File: src/hdl/mbtp_pkg.sv
// shared types and constants for the modbus tcp request parser
// no dependencies; compiled first
package mbtp_pkg;

    localparam int RES_FIFO_DEPTH = 4;

    localparam int POS_W = 17;

    // byte positions inside the mbap header and pdu
    localparam logic [POS_W-1:0] POS_TID_HI     = 17'd0;
    localparam logic [POS_W-1:0] POS_TID_LO     = 17'd1;
    localparam logic [POS_W-1:0] POS_PROTO_HI   = 17'd2;
    localparam logic [POS_W-1:0] POS_PROTO_LO   = 17'd3;
    localparam logic [POS_W-1:0] POS_LEN_HI     = 17'd4;
    localparam logic [POS_W-1:0] POS_LEN_LO     = 17'd5;
    localparam logic [POS_W-1:0] POS_UNIT       = 17'd6;
    localparam logic [POS_W-1:0] POS_FUNC       = 17'd7;
    localparam logic [POS_W-1:0] POS_ADDR_HI    = 17'd8;
    localparam logic [POS_W-1:0] POS_ADDR_LO    = 17'd9;
    localparam logic [POS_W-1:0] POS_QTY_HI     = 17'd10;
    localparam logic [POS_W-1:0] POS_QTY_LO     = 17'd11;
    localparam logic [POS_W-1:0] POS_BCOUNT     = 17'd12;
    localparam logic [POS_W-1:0] POS_DATA       = 17'd13;

    localparam logic [7:0] FC_READ_COILS    = 8'd1;
    localparam logic [7:0] FC_READ_DISCRETE = 8'd2;
    localparam logic [7:0] FC_READ_HOLDING  = 8'd3;
    localparam logic [7:0] FC_READ_INPUT    = 8'd4;
    localparam logic [7:0] FC_WRITE_COIL    = 8'd5;
    localparam logic [7:0] FC_WRITE_REG     = 8'd6;
    localparam logic [7:0] FC_WRITE_COILS   = 8'd15;
    localparam logic [7:0] FC_WRITE_REGS    = 8'd16;

    localparam logic [15:0] QTY_MAX_READ_BITS  = 16'h07D0;
    localparam logic [15:0] QTY_MAX_READ_REGS  = 16'h007D;
    localparam logic [15:0] QTY_MAX_WRITE_BITS = 16'h07B0;
    localparam logic [15:0] QTY_MAX_WRITE_REGS = 16'h007B;
    localparam logic [15:0] COIL_ON            = 16'hFF00;
    localparam logic [15:0] COIL_OFF           = 16'h0000;

    localparam logic [15:0] LEN_MIN = 16'd6;

    typedef enum logic [1:0] {
        KIND_DATA  = 2'd0,
        KIND_DONE  = 2'd1,
        KIND_FAULT = 2'd2
    } t_kind;

    typedef enum logic [1:0] {
        ST_OK        = 2'd0,
        ST_BAD_FUNC  = 2'd1,
        ST_BAD_VALUE = 2'd2
    } t_status;

    typedef struct packed {
        t_kind       kind;
        logic [15:0] transaction_id;
        logic [7:0]  unit_number;
        logic [7:0]  function_code;
        logic [15:0] start_address;
        logic [10:0] item_count;
        logic [15:0] data_value;
        logic [4:0]  valid_bits;
        t_status     status;
        logic        last;
    } t_result;

    // up to two results per byte; second is only pushed with first
    typedef struct packed {
        logic    push_first;
        logic    push_second;
        t_result first;
        t_result second;
    } t_push;

endpackage

File: src/hdl/mbtp_channels.sv
// valid/ready channel interfaces for the modbus tcp request parser
// byte stream in, result words out; no package dependency
interface mbtp_byte_if;
    logic       valid;
    logic       ready;
    logic [7:0] rx_byte;

    modport source (output valid, output rx_byte, input ready);
    modport sink (input valid, input rx_byte, output ready);
endinterface

interface mbtp_result_if;
    logic        valid;
    logic        ready;
    logic [1:0]  kind;
    logic [15:0] transaction_id;
    logic [7:0]  unit_number;
    logic [7:0]  function_code;
    logic [15:0] start_address;
    logic [10:0] item_count;
    logic [15:0] data_value;
    logic [4:0]  valid_bits;
    logic [1:0]  status;
    logic        last;

    modport source (
        output valid, output kind, output transaction_id, output unit_number,
        output function_code, output start_address, output item_count,
        output data_value, output valid_bits, output status, output last,
        input ready
    );
    modport sink (
        input valid, input kind, input transaction_id, input unit_number,
        input function_code, input start_address, input item_count,
        input data_value, input valid_bits, input status, input last,
        output ready
    );
endinterface

File: src/hdl/mbtp_decoder.sv
// per-byte frame decoder: mbap/pdu field capture, request checks, result build
// depends on mbtp_pkg
module mbtp_decoder (
    input  logic                  i_clk,
    input  logic                  i_rst_n,
    input  logic                  i_accept,
    input  logic [7:0]            i_rx_byte,
    output mbtp_pkg::t_push       o_push,
    output logic                  o_halted
);
    import mbtp_pkg::*;

    logic [POS_W-1:0] r_pos, n_pos;
    logic [15:0]      r_len, n_len;
    logic [15:0]      r_tid, n_tid;
    logic [7:0]       r_unit, n_unit;
    logic [7:0]       r_func, n_func;
    logic [15:0]      r_addr, n_addr;
    logic [15:0]      r_qty, n_qty;
    t_status          r_status, n_status;
    logic [7:0]       r_high, n_high;
    logic             r_halted, n_halted;
    logic             r_proto_bad, n_proto_bad;

    t_status          frame_status;
    logic             fault;
    logic             data_push;
    logic             done;
    logic [15:0]      data_val;
    logic [4:0]       data_vb;
    t_result          base;
    logic [POS_W-1:0] offset;
    logic [11:0]      remaining;
    logic [3:0]       coil_bits;
    logic [7:0]       coil_mask;
    logic [POS_W-1:0] expect_count;
    logic [POS_W-1:0] end_pos;

    function automatic logic qty_fits(input logic [15:0] qty, input logic [15:0] limit);
        return (qty != 16'd0) && (qty <= limit);
    endfunction

    function automatic t_status check_header(input logic [7:0] func, input logic [15:0] qty,
                                             input logic [15:0] len);
        logic exact;
        t_status st;
        exact = (len == LEN_MIN);
        case (func)
            FC_READ_COILS, FC_READ_DISCRETE:
                st = (exact && qty_fits(qty, QTY_MAX_READ_BITS)) ? ST_OK : ST_BAD_VALUE;
            FC_READ_HOLDING, FC_READ_INPUT:
                st = (exact && qty_fits(qty, QTY_MAX_READ_REGS)) ? ST_OK : ST_BAD_VALUE;
            FC_WRITE_COIL:
                st = (exact && (qty == COIL_OFF || qty == COIL_ON)) ? ST_OK : ST_BAD_VALUE;
            FC_WRITE_REG:
                st = exact ? ST_OK : ST_BAD_VALUE;
            FC_WRITE_COILS:
                st = (!exact && qty_fits(qty, QTY_MAX_WRITE_BITS)) ? ST_OK : ST_BAD_VALUE;
            FC_WRITE_REGS:
                st = (!exact && qty_fits(qty, QTY_MAX_WRITE_REGS)) ? ST_OK : ST_BAD_VALUE;
            default:
                st = ST_BAD_FUNC;
        endcase
        return st;
    endfunction

    // coil payload byte: mask off coils past the requested quantity
    assign offset    = r_pos - POS_DATA;
    assign remaining = {1'b0, r_qty[10:0]} - {1'b0, offset[7:0], 3'b000};
    assign coil_bits = (remaining > 12'd8) ? 4'd8 : remaining[3:0];
    assign coil_mask = 8'((9'd1 << coil_bits) - 9'd1);

    assign expect_count = (r_func == FC_WRITE_COILS)
                        ? ((POS_W'(r_qty) + POS_W'(7)) >> 3)
                        : {r_qty, 1'b0};
    assign end_pos = POS_W'(r_len) + POS_W'(5);

    always_comb begin
        n_pos        = r_pos;
        n_len        = r_len;
        n_tid        = r_tid;
        n_unit       = r_unit;
        n_func       = r_func;
        n_addr       = r_addr;
        n_qty        = r_qty;
        n_high       = r_high;
        n_halted     = r_halted;
        n_proto_bad  = r_proto_bad;
        frame_status = r_status;
        fault        = 1'b0;
        data_push    = 1'b0;
        done         = 1'b0;
        data_val     = 16'd0;
        data_vb      = 5'd0;

        if (i_accept && !r_halted) begin
            case (r_pos)
                POS_TID_HI:   n_tid = {i_rx_byte, 8'h00};
                POS_TID_LO:   n_tid = {r_tid[15:8], i_rx_byte};
                POS_PROTO_HI: n_proto_bad = (i_rx_byte != 8'd0);
                POS_PROTO_LO: n_proto_bad = r_proto_bad || (i_rx_byte != 8'd0);
                POS_LEN_HI:   n_len = {i_rx_byte, 8'h00};
                POS_LEN_LO:   n_len = {r_len[15:8], i_rx_byte};
                POS_UNIT:     n_unit = i_rx_byte;
                POS_FUNC:     n_func = i_rx_byte;
                POS_ADDR_HI:  n_addr = {i_rx_byte, 8'h00};
                POS_ADDR_LO:  n_addr = {r_addr[15:8], i_rx_byte};
                POS_QTY_HI:   n_qty = {i_rx_byte, 8'h00};
                POS_QTY_LO: begin
                    n_qty = {r_qty[15:8], i_rx_byte};
                    if (r_proto_bad || r_len < LEN_MIN) begin
                        fault    = 1'b1;
                        n_halted = 1'b1;
                    end else begin
                        frame_status = check_header(r_func, n_qty, r_len);
                        if (frame_status == ST_OK && r_len == LEN_MIN) begin
                            if (r_func == FC_WRITE_COIL) begin
                                data_push = 1'b1;
                                data_val  = {15'd0, n_qty == COIL_ON};
                                data_vb   = 5'd1;
                            end else if (r_func == FC_WRITE_REG) begin
                                data_push = 1'b1;
                                data_val  = n_qty;
                                data_vb   = 5'd16;
                            end
                        end
                    end
                end
                POS_BCOUNT: begin
                    if (r_status == ST_OK) begin
                        if (POS_W'(i_rx_byte) != expect_count
                                || r_len != 16'(i_rx_byte) + 16'd7) begin
                            frame_status = ST_BAD_VALUE;
                        end
                    end
                end
                default: begin
                    if (r_status == ST_OK && r_func == FC_WRITE_REGS) begin
                        if (!offset[0]) begin
                            n_high = i_rx_byte;
                        end else begin
                            data_push = 1'b1;
                            data_val  = {r_high, i_rx_byte};
                            data_vb   = 5'd16;
                        end
                    end else if (r_status == ST_OK && r_func == FC_WRITE_COILS) begin
                        data_push = 1'b1;
                        data_val  = {8'd0, i_rx_byte & coil_mask};
                        data_vb   = {1'b0, coil_bits};
                    end
                end
            endcase

            if (!fault) begin
                if (r_pos >= POS_QTY_LO && r_pos == end_pos) begin
                    done  = 1'b1;
                    n_pos = '0;
                end else begin
                    n_pos = r_pos + POS_W'(1);
                end
            end
        end

        n_status    = done ? ST_OK : frame_status;
        n_proto_bad = done ? 1'b0 : n_proto_bad;
    end

    // fields shared by every item of the frame
    always_comb begin
        base                = '0;
        base.transaction_id = n_tid;
        base.unit_number    = n_unit;
        base.function_code  = n_func;
        base.start_address  = n_addr;
        if (frame_status != ST_OK) begin
            base.item_count = 11'd0;
        end else if (n_func == FC_WRITE_COIL || n_func == FC_WRITE_REG) begin
            base.item_count = 11'd1;
        end else begin
            base.item_count = n_qty[10:0];
        end
    end

    always_comb begin
        o_push             = '0;
        o_push.push_first  = data_push || done || fault;
        o_push.push_second = data_push && done;
        if (fault) begin
            o_push.first      = '0;
            o_push.first.kind = KIND_FAULT;
            o_push.first.last = 1'b1;
        end else if (data_push) begin
            o_push.first            = base;
            o_push.first.kind       = KIND_DATA;
            o_push.first.data_value = data_val;
            o_push.first.valid_bits = data_vb;
        end else begin
            o_push.first        = base;
            o_push.first.kind   = KIND_DONE;
            o_push.first.status = frame_status;
            o_push.first.last   = 1'b1;
        end
        o_push.second        = base;
        o_push.second.kind   = KIND_DONE;
        o_push.second.status = frame_status;
        o_push.second.last   = 1'b1;
    end

    assign o_halted = r_halted;

    always_ff @(posedge i_clk) begin
        if (!i_rst_n) begin
            r_pos        <= '0;
            r_len        <= '0;
            r_tid        <= '0;
            r_unit       <= '0;
            r_func       <= '0;
            r_addr       <= '0;
            r_qty        <= '0;
            r_status     <= ST_OK;
            r_high       <= '0;
            r_halted     <= 1'b0;
            r_proto_bad  <= 1'b0;
        end else begin
            r_pos        <= n_pos;
            r_len        <= n_len;
            r_tid        <= n_tid;
            r_unit       <= n_unit;
            r_func       <= n_func;
            r_addr       <= n_addr;
            r_qty        <= n_qty;
            r_status     <= n_status;
            r_high       <= n_high;
            r_halted     <= n_halted;
            r_proto_bad  <= n_proto_bad;
        end
    end

endmodule

File: src/hdl/mbtp_res_fifo.sv
// result queue: two writes, one read per cycle
// depends on mbtp_pkg
module mbtp_res_fifo #(
    parameter int DEPTH = mbtp_pkg::RES_FIFO_DEPTH
) (
    input  logic              i_clk,
    input  logic              i_rst_n,
    input  mbtp_pkg::t_push   i_push,
    input  logic              i_pop,
    output mbtp_pkg::t_result o_head,
    output logic              o_valid,
    output logic              o_room
);
    import mbtp_pkg::*;

    localparam int PTR_W = (DEPTH > 1) ? $clog2(DEPTH) : 1;
    localparam int CNT_W = $clog2(DEPTH + 1);
    localparam logic [PTR_W-1:0] LAST_IDX = PTR_W'(DEPTH - 1);
    localparam logic [CNT_W-1:0] ROOM_MAX = CNT_W'(DEPTH - 2);

    t_result          r_mem [DEPTH];
    logic [PTR_W-1:0] r_wr, n_wr;
    logic [PTR_W-1:0] r_rd, n_rd;
    logic [CNT_W-1:0] r_count, n_count;
    logic [PTR_W-1:0] wr_plus1;

    function automatic logic [PTR_W-1:0] bump(input logic [PTR_W-1:0] p);
        return (p == LAST_IDX) ? '0 : p + PTR_W'(1);
    endfunction

    assign wr_plus1 = bump(r_wr);

    always_comb begin
        if (i_push.push_second) begin
            n_wr = bump(wr_plus1);
        end else if (i_push.push_first) begin
            n_wr = wr_plus1;
        end else begin
            n_wr = r_wr;
        end
        n_rd    = i_pop ? bump(r_rd) : r_rd;
        n_count = r_count + CNT_W'(i_push.push_first) + CNT_W'(i_push.push_second)
                - CNT_W'(i_pop);
    end

    always_ff @(posedge i_clk) begin
        if (i_push.push_first) begin
            r_mem[r_wr] <= i_push.first;
        end
        if (i_push.push_second) begin
            r_mem[wr_plus1] <= i_push.second;
        end
    end

    always_ff @(posedge i_clk) begin
        if (!i_rst_n) begin
            r_wr    <= '0;
            r_rd    <= '0;
            r_count <= '0;
        end else begin
            r_wr    <= n_wr;
            r_rd    <= n_rd;
            r_count <= n_count;
        end
    end

    assign o_head  = r_mem[r_rd];
    assign o_valid = (r_count != '0);
    // two free slots, since one byte can make two words
    assign o_room  = (r_count <= ROOM_MAX);

endmodule

File: src/hdl/modbus_tcp_request_parser.sv
// modbus tcp request parser top level: byte decoder feeding a result queue
// depends on mbtp_pkg, mbtp_channels, mbtp_decoder, mbtp_res_fifo
//
//  channel  dir  modport  payload
//  i_rx     in   sink     rx_byte
//  o_res    out  source   kind, transaction_id, unit_number, function_code,
//                         start_address, item_count, data_value, valid_bits,
//                         status, last
//
// one byte per cycle while i_rx.ready is high; its words enter the queue at the accepting edge and
// show on o_res in the following cycle at the earliest
// a byte makes zero, one or two words; i_rx.ready drops while the queue has
// fewer than two free slots (FIFO_DEPTH entries), so stalls on o_res push back
// synchronous reset clears position, held fields, halt flag and the queue
// after a framing fault bytes are still taken but dropped until reset
module modbus_tcp_request_parser #(
    parameter int FIFO_DEPTH = mbtp_pkg::RES_FIFO_DEPTH
) (
    input  logic        i_clk,
    input  logic        i_rst_n,
    mbtp_byte_if.sink   i_rx,
    mbtp_result_if.source o_res
);
    import mbtp_pkg::*;

    t_push   push;
    t_result head;
    logic    accept;
    logic    halted;
    logic    head_valid;
    logic    room;

    assign i_rx.ready = room;
    assign accept     = i_rx.valid && room;

    mbtp_decoder u_decoder (
        .i_clk     (i_clk),
        .i_rst_n   (i_rst_n),
        .i_accept  (accept),
        .i_rx_byte (i_rx.rx_byte),
        .o_push    (push),
        .o_halted  (halted)
    );

    mbtp_res_fifo #(
        .DEPTH (FIFO_DEPTH)
    ) u_res_fifo (
        .i_clk   (i_clk),
        .i_rst_n (i_rst_n),
        .i_push  (push),
        .i_pop   (head_valid && o_res.ready),
        .o_head  (head),
        .o_valid (head_valid),
        .o_room  (room)
    );

    assign o_res.valid          = head_valid;
    assign o_res.kind           = head.kind;
    assign o_res.transaction_id = head.transaction_id;
    assign o_res.unit_number    = head.unit_number;
    assign o_res.function_code  = head.function_code;
    assign o_res.start_address  = head.start_address;
    assign o_res.item_count     = head.item_count;
    assign o_res.data_value     = head.data_value;
    assign o_res.valid_bits     = head.valid_bits;
    assign o_res.status         = head.status;
    assign o_res.last           = head.last;

`ifndef ASSERT_OFF
    // a byte only makes two words as data then completion
    a_pair_order: assert property (@(posedge i_clk) disable iff (!i_rst_n)
        push.push_second |-> push.push_first && push.first.kind == KIND_DATA
            && !push.first.last && push.second.kind == KIND_DONE && push.second.last)
        else $error("two words from one byte not data then completion");

    // halt is sticky until reset
    a_halt_sticky: assert property (@(posedge i_clk) disable iff (!i_rst_n)
        halted |=> halted)
        else $error("halt released without reset");

    // a fault word always sets the halt and nothing follows it from the decoder
    a_fault_halts: assert property (@(posedge i_clk) disable iff (!i_rst_n)
        push.push_first && push.first.kind == KIND_FAULT |=> halted && !push.push_first)
        else $error("fault word without halt");
`endif

endmodule
File: src/flat_wrapper.sv
// flat-port wrapper written by rule: the top's interface ports become plain ports
module modbus_tcp_request_parser_flat import mbtp_pkg::*;
#(
    parameter int FIFO_DEPTH = mbtp_pkg::RES_FIFO_DEPTH
)
  (i_clk, i_rst_n, i_rx_valid, i_rx_rx_byte, i_rx_ready, o_res_valid, o_res_kind, o_res_transaction_id, o_res_unit_number, o_res_function_code, o_res_start_address, o_res_item_count, o_res_data_value, o_res_valid_bits, o_res_status, o_res_last, o_res_ready);
  mbtp_byte_if i_rx_i ();
  mbtp_result_if o_res_i ();
  input  logic i_clk;
  input  logic i_rst_n;
  input wire logic [$bits(i_rx_i.valid)-1:0] i_rx_valid;
  input wire logic [$bits(i_rx_i.rx_byte)-1:0] i_rx_rx_byte;
  output wire logic [$bits(i_rx_i.ready)-1:0] i_rx_ready;
  output wire logic [$bits(o_res_i.valid)-1:0] o_res_valid;
  output wire logic [$bits(o_res_i.kind)-1:0] o_res_kind;
  output wire logic [$bits(o_res_i.transaction_id)-1:0] o_res_transaction_id;
  output wire logic [$bits(o_res_i.unit_number)-1:0] o_res_unit_number;
  output wire logic [$bits(o_res_i.function_code)-1:0] o_res_function_code;
  output wire logic [$bits(o_res_i.start_address)-1:0] o_res_start_address;
  output wire logic [$bits(o_res_i.item_count)-1:0] o_res_item_count;
  output wire logic [$bits(o_res_i.data_value)-1:0] o_res_data_value;
  output wire logic [$bits(o_res_i.valid_bits)-1:0] o_res_valid_bits;
  output wire logic [$bits(o_res_i.status)-1:0] o_res_status;
  output wire logic [$bits(o_res_i.last)-1:0] o_res_last;
  input wire logic [$bits(o_res_i.ready)-1:0] o_res_ready;
  assign i_rx_i.valid = i_rx_valid;
  assign i_rx_i.rx_byte = i_rx_rx_byte;
  assign i_rx_ready = i_rx_i.ready;
  assign o_res_valid = o_res_i.valid;
  assign o_res_kind = o_res_i.kind;
  assign o_res_transaction_id = o_res_i.transaction_id;
  assign o_res_unit_number = o_res_i.unit_number;
  assign o_res_function_code = o_res_i.function_code;
  assign o_res_start_address = o_res_i.start_address;
  assign o_res_item_count = o_res_i.item_count;
  assign o_res_data_value = o_res_i.data_value;
  assign o_res_valid_bits = o_res_i.valid_bits;
  assign o_res_status = o_res_i.status;
  assign o_res_last = o_res_i.last;
  assign o_res_i.ready = o_res_ready;
  modbus_tcp_request_parser #(.FIFO_DEPTH(FIFO_DEPTH)) u_core (.i_clk(i_clk), .i_rst_n(i_rst_n), .i_rx(i_rx_i), .o_res(o_res_i));
endmodule
File: config.mk
export PLATFORM = sky130hd
export DESIGN_NAME = modbus_tcp_request_parser_flat
export DESIGN_NICKNAME = d
export VERILOG_FILES = /design/src/hdl/mbtp_pkg.sv /design/src/hdl/mbtp_channels.sv /design/src/hdl/mbtp_decoder.sv /design/src/hdl/mbtp_res_fifo.sv /design/src/hdl/modbus_tcp_request_parser.sv /design/src/flat_wrapper.sv
export SDC_FILE = /design/constraint.sdc
export NUM_CORES = 1
export LEC_CHECK = 0
export BUFFER_PORTS_ARGS = -buffer_cell sky130_fd_sc_hd__buf_2
export CAP_MARGIN = 0
export CORE_MARGIN = 2
export CORE_UTILIZATION = 25
export DETAILED_ROUTE_END_ITERATION = 8
export GPL_TIMING_DRIVEN = 0
export SETUP_SLACK_MARGIN = 0.15
export SKIP_CTS_REPAIR_TIMING = 1
export SLEW_MARGIN = 10
export SYNTH_ARGS = -nofsm -noshare
export SYNTH_HDL_FRONTEND = slang
export SYNTH_SLANG_ARGS = --single-unit
File: constraint.sdc
create_clock -name i_clk -period 16.66 [get_ports i_clk]
set_clock_uncertainty 0.1 [all_clocks]
set_input_delay 0.833 -clock i_clk [delete_from_list [all_inputs] [get_ports i_clk]]
set_output_delay 0.833 -clock i_clk [all_outputs]
set_load 0.01 [all_outputs]
==> reports/metrics.cfg, run 1 <==
[sta]
slew_headroom_pct = 14.5
worstMarginPinSlew_ns = 1.28
fin_setup_tns_ns = 0
finalSetupViolations = 0
hold_slack_ns = 0.361
setup_ws_ns = 10.76
rsz0062_at_grt = no
finalHoldViolCount = 0
slew_viol_final = 0
period_minus_slack_ns = 5.90
timing.final.crit_share_pct = 35.4
max_freq_mhz = 170

[route]
drc = 0
first_iter_violations = 1726
drtAntennaViolNets = 0
wl_per_cell_um = 20.7
via_count = 17200
via_per_inst = 5.03
drt-total-wl_um = 70900
dr.pass1.iters = 6

[worst_setup_path]
critPathKind = reg2reg
cp.required_ns = 17.12
worstPathArrival_ns = 6.36
crit_slowest_cell = or4_1
cp_cell_sequence = buf_2 -> buf_1 -> nand2_1 -> a21oi_1 -> nor2_1 -> xnor2_1 -> ha_1 -> inv_1 -> a2111oi_0 -> o2111ai_1 -> or4_1 -> nor4b_1 -> nand3_1 -> ha_1 -> nor3_1 -> or4b_1 -> a31oi_1 -> o2bb2a_1 -> nor2_1
worst-path-max-fanout = 10
ff2ff_path_depth = 19
worstSetupStartpointType = flip-flop
cp-end-kind = flip-flop
max_stage_delay_ns = 0.65

[yosys]
ys_seq_area_share_pct = 51.4
yosysTopAreaCell = edfxtp_1
ys.flop_type = edfxtp_1
yosysMostFrequentCell = nor2_1
postSynthAreaPerCell_um2 = 11.1
netlist-cell-type-count = 92
synth-edff-count = 244
yosys-top-cells-area = edfxtp_1, dfxtp_1, mux4_2
yosys.area.top_type_share_pct = 32.4
synth_nets = 2083
synthCells = 2040
netlist_area_um2 = 22600
yosysWarnings = 0
synthArstFlopShare_pct = 0
synthTopCellsByCount = nor2_1, edfxtp_1, dfxtp_1
ys_ff_latch = 458

[layout]
syn_to_final_growth_pct = 17.3
fill_cells = 9321
fin_nets = 2246
seq_area_um2 = 11600
fin_util_pct = 29.5
layout-drive-gt1-share_pct = 17.1
multi_input_area_um2 = 10200
stdcell_count = 3422

[placed_design]
place_ws_ns = 10.70
port_buffers = 96
dpl.hpwl_um = 50000
place_congestion = 0.918
dp.cells = 3326

[power]
power.share.switching_pct = 28.6
cellLeakagePower_nw = 8.81
pwr-share-comb_pct = 18.3
p_seq_share_pct = 42.6
pwr-share-clk_pct = 39.1
p_sw_mw = 0.806
p_per_area_nw_per_um2 = 106
peakVddDrop_mv = 0.0776
internal_power_mw = 2.01

[grt]
grt_pass1_vias = 16400
antenna_found_initial = 6
globalRouteOverflowTotal = 0
grt_max_degree = 23
gr-usage-all-layers_pct = 14.8
grt_first_pass_wirelength_um = 106000

[die]
die_area_um2 = 92800
die-height_um = 305
io_pins = 99
fp.dieW_um = 305
rows = 110
core_area_um2 = 89700
start_util_pct = 25.2

[clock_network]
clkTransAtPathRegs_ns = 0.07
numCtsBuffers = 51
cts_root_buf = clkbuf_16
clock_path_buffers = 3
cts_tree = built
htreeDepth = 2
clock_sinks = 458
insertion_delay_ns = 0.63

[flow_run]
cap_violations = 0

[worst_hold_path]
whs_path_depth = 2
hold_class = reg2reg

[run_status]
status = finished, final reports clean

==> area by class of cell <==
cell class / instances / share of cell area, %
diodes: 1 / 0.00944
plain buffers: 151 / 2.50
clock buffers: 62 / 5.08
clock inverters: 33 / 1.05
inverters: 42 / 0.595
multi-input cells: 1389 / 38.5
flip-flops and latches: 458 / 43.8
well taps: 1176 / 5.55
repair buffers: 110 / 2.88
==> power groups by stage <==
stage	clock [mW]	combinational [mW]	sequential [mW]
after floorplan	0	0.330	1.22
after global placement	0	0.521	1.22
after detailed placement	0	0.522	1.22
after CTS	1.11	0.525	1.20
after global routing	1.16	0.557	1.20
final	1.10	0.516	1.20
==> cells by family after synthesis <==
family | Yosys count | synth area share [%]
buf+inv | 193 | 3.62
flops | 458 | 51.4
simple gates | 809 | 18.7
fa+ha+maj | 31 | 1.82
mux | 187 | 13.0
compound gates | 297 | 8.95
xor+xnor | 65 | 2.52
==> routing by layer <==
layer / global-route usage, % / share of wire (%) / up-vias
li1: - / - / 7822
met1: 21.4 / 45 / 8557
met2: 22.7 / 44 / 720
met3: 3.04 / 8.8 / 107
met4: 3.48 / 2.1 / 6
met5: 0 / 0.056 / -
==> state kept, by name, summed over array words and instances, names as in the netlist, 3 cells and up, named ones only <==
| register | flops |
|---|---|
| u_core.u_decoder.r_high | 8 |
| u_core.u_decoder.r_tid | 16 |
| u_core.u_decoder.r_addr | 16 |
| u_core.u_decoder.r_func | 8 |
| u_core.u_decoder.r_len | 16 |
| u_core.u_res_fifo.r_mem | 340 |
| u_core.u_res_fifo.r_count | 3 |
| u_core.u_decoder.r_unit | 8 |
| u_core.u_decoder.r_qty | 16 |
| u_core.u_decoder.r_pos | 17 |
==> cells in the final DEF, fill, tap and decap left out, types with 7 or more instances in the layout <==
cell	n
nor2_1	366
edfxtp_1	244
dfxtp_1	214
buf_2	132
clkbuf_1	101
nor2b_1	100
mux2i_1	100
mux4_2	85
nand2_1	69
o21ai_0	58
a22oi_1	57
a21oi_1	53
clkbuf_16	51
nor4_1	44
inv_1	40
xnor2_1	38
nor3_1	37
ha_1	28
xor2_1	27
nand3_1	26
nor4_2	24
nand2b_1	22
and2_1	18
nand4_1	15
and3_1	15
or3_1	14
clkinv_2	14
a31oi_1	11
buf_1	11
buf_12	9
buf_4	8
or2_2	8
clkinv_1	8
o2111ai_1	7
a21boi_0	7
a211oi_1	7
o211ai_1	7
o21ai_1	7
o22ai_1	7
==> final timing paths <==
| path | startpoint | endpoint | slack [ns] |
|---|---|---|---|
| worst max-delay path | u_core.u_decoder.r_pos[3] | u_core.u_res_fifo.r_mem[2][14] | 10.76 |
| worst max register to register | u_core.u_decoder.r_pos[3] | u_core.u_res_fifo.r_mem[2][14] | 10.76 |
| worst min-delay path | u_core.u_res_fifo.r_mem[3][12] | u_core.u_res_fifo.r_mem[3][12] | 0.36 |
| worst min register to register | u_core.u_res_fifo.r_mem[3][12] | u_core.u_res_fifo.r_mem[3][12] | 0.36 |
==> critical path: cells and delay by family (launching register included) <==
kind                     cells  cell delay [ns]
adder cells (fa/ha/maj)      2             0.72
buffers and inverters        3             0.75
AND/OR/NAND/NOR              8             2.16
XOR/XNOR                     1             0.18
flip-flops                   1             0.31
AO/OA/AOI/OAI                5             1.60
==> stage by stage <==
step	total power [mW]	instance area, um2
2_1_floorplan	1.55	22600
3_3_place_gp	1.75	24500
3_5_place_dp	1.75	24900
4_1_cts	2.84	26500
5_1_grt	2.92	26500
6_report	2.82	26500
Note: power is estimated with default switching activity, not from simulation.
==> run 2, diff against run 1 <==
Settings changed: ABC_AREA from default to 1.
Clock period 16.66 ns to 4.8 ns, I/O delays scaled along.
==> run 2 against run 1 <==
  * Utilization is 0.22 points lower
  * Critical path type unchanged
  * Highest routed layer unchanged
  * Sequential power grew to 3.7 times the previous value
  * Sequential share of layout area is 0.35 points higher
  * Combinational power grew to 6.3 times the previous value
  * Clock power grew to 3.6 times the previous value
  * Non-clock buffer count is 23 lower
  * Global-route usage is 0.97 points higher
  * Cell count is 23% higher
  * Largest power group unchanged
  * Via count is 17% higher
  * Area after synthesis hardly changed
  * Maximum frequency is 34% higher
  * Wire length is 7.0% higher
==> reports/metrics.cfg, run 2 <==
[route]
wl_per_cell_um = 18.0
drc = 0
dr.pass1.iters = 5
first_iter_violations = 1949
drt-total-wl_um = 75800
via_per_inst = 4.79
via_count = 20200
drtAntennaViolNets = 0

[yosys]
ys_ff_latch = 458
yosys-top-cells-area = edfxtp_1, dfxtp_1, nor2_1
yosysWarnings = 0
synth_nets = 2879
ys.flop_type = edfxtp_1
synthMuxAreaShare_pct = 0.354
synth-simple-area-share_pct = 28.0
postSynthAreaPerCell_um2 = 7.97
synth-edff-count = 244
synth_fa_ha_area_share_pct = 1.82
synthCells = 2836
yosysMostFrequentCell = nor2_1
synth_top_family_by_area = simple AND/OR/NAND/NOR gates
synth-compound-area-share_pct = 10.8
yosys.area.top_type_share_pct = 32.4
yosysTopAreaCell = edfxtp_1
ys_seq_area_share_pct = 51.4
synthTopCellsByCount = nor2_1, nand2_1, edfxtp_1
synthArstFlopShare_pct = 0
synth_xor_area_share_pct = 1.24
netlist-cell-type-count = 52
netlist_area_um2 = 22600

[clock_network]
clkTransAtPathRegs_ns = 0.06
numCtsBuffers = 50
clock_sinks = 458
clock_path_buffers = 3
htreeDepth = 2
cts_root_buf = clkbuf_16
insertion_delay_ns = 0.62
cts_tree = built

[layout]
fin_util_pct = 29.3
final_area_um2 = 26300
syn_to_final_growth_pct = 16.4
layout_commonest_cell = nor2_1
layout-drive-gt1-share_pct = 10.2
largest_reg_flops = 340
regMostFlops = u_core.u_res_fifo.r_mem
fin_nets = 3028
fill_cells = 9669
final_cell_mix = nor2_1, nand2_1, edfxtp_1
stdcell_count = 4204
reg.largest.list = u_core.u_res_fifo.r_mem x340, u_core.u_decoder.r_pos x17

[worst_setup_path]
worstPathArrival_ns = 4.74
cp.required_ns = 5.13
crit_path_end = u_core.u_res_fifo.r_mem[0][75]
rr_startpoint = u_core.u_res_fifo.r_count[0]
worst-r2r-setup-slack_ns = 0.39
r2r-end = u_core.u_res_fifo.r_mem[0][75]
critPathKind = reg2reg
worst-path-max-fanout = 65
ff2ff_path_depth = 15
startpoint = u_core.u_res_fifo.r_count[0]
worstSetupStartpointType = flip-flop
cp-end-kind = flip-flop

[sta]
worstMarginPinSlew_ns = 1.04
finalSetupViolations = 0
fin_setup_tns_ns = 0
rsz0062_at_grt = no
finalHoldViolCount = 0
timing.final.crit_share_pct = 91.8
hold_slack_ns = 0.0399
period_minus_slack_ns = 4.41
max_freq_mhz = 227
slew_headroom_pct = 30.7
slew_viol_final = 0
setup_ws_ns = 0.391

[grt]
grt_first_pass_wirelength_um = 114000
grt_max_degree = 66
grt_pass1_vias = 18800
globalRouteOverflowTotal = 0
gr-usage-all-layers_pct = 15.8
antenna_found_initial = 8

[worst_hold_path]
min_from = i_rx_rx_byte[7]
hold_class = in2reg

[placed_design]
place_ws_ns = 0.0241
port_buffers = 96
dpl.hpwl_um = 52500
placed_cell_area_um2 = 24600
dp.cells = 4108
place_congestion = 0.951

[die]
rows = 110
die-height_um = 305
core_area_um2 = 89700
fp.dieW_um = 305
io_pins = 99
start_util_pct = 25.2
die_area_um2 = 92800

[flow_run]
cap_violations = 0

[power]
peakVddDrop_mv = 0.292
cellLeakagePower_nw = 10.2
power_mw = 11.6
p_per_area_nw_per_um2 = 440

[run_status]
status = finished, final reports clean

==> run 2: routing by layer <==
layer	global-route usage, %	part of all wire [%]
met5	0	0.0092
met4	5.51	3.3
met3	2.66	7.6
met2	25.7	46
met1	21.2	43
==> run 2: worst min path at each step <==
stage,endpoint,depth (start not counted)
after floorplan,u_core.u_res_fifo.r_mem[1][11],2
after global placement,u_core.u_res_fifo.r_mem[1][9],2
after detailed placement,u_core.u_res_fifo.r_mem[2][17],2
after CTS,u_core.u_decoder.r_len[15],3
after global routing,u_core.u_decoder.r_high[7],3
final,u_core.u_decoder.r_high[7],3
==> run 2: logic make-up (layout without fill, tap and decap cells) <==
| group | count (synthesis) | after routing |
|---|---|---|
| buffers and inverters | 348 | 539 |
| AO/OA/AOI/OAI | 442 | 442 |
| AND/OR/NAND/NOR | 1517 | 1517 |
| flip-flops | 458 | 458 |
| adder cells (fa/ha/maj) | 31 | 31 |
| multiplexers | 8 | 8 |
| other | 0 | 1 |
| XOR/XNOR | 32 | 32 |
==> run 2: power by group <==
part / internal (mW) / leakage [nW] / switching [mW]
Combinational: 0.898 / 5.41 / 2.36
Clock: 2.25 / 0.805 / 1.65
Sequential: 4.31 / 3.94 / 0.0935
Total: 7.46 / 10.2 / 4.11
==> run 2: layout make-up <==
cell class	instances	area (um2)	share of cell area, %
multi-input cells	2030	9600	36.5
repair buffers	97	488	1.86
well taps	1176	1470	5.59
plain buffers	141	677	2.57
clock buffers	78	1450	5.50
diodes	1	2.50	0.00951
clock inverters	16	223	0.847
flip-flops and latches	458	11600	44.2
inverters	207	781	2.97
==> run 2: critical path: stages, from the launching register on <==
cell	delay (ns)
dfxtp_1	0.36
o31ai_4	0.55
nand2_1	0.28
inv_2	0.30
nand2_2	0.18
nor2_1	0.18
nand3_1	0.10
nor2_2	0.13
nand3_4	0.22
nand3_4	0.21
nand2_2	0.19
nand2_8	0.50
nand2_2	0.34
buf_6	0.26
buf_6	0.16
nor2_1	0.09
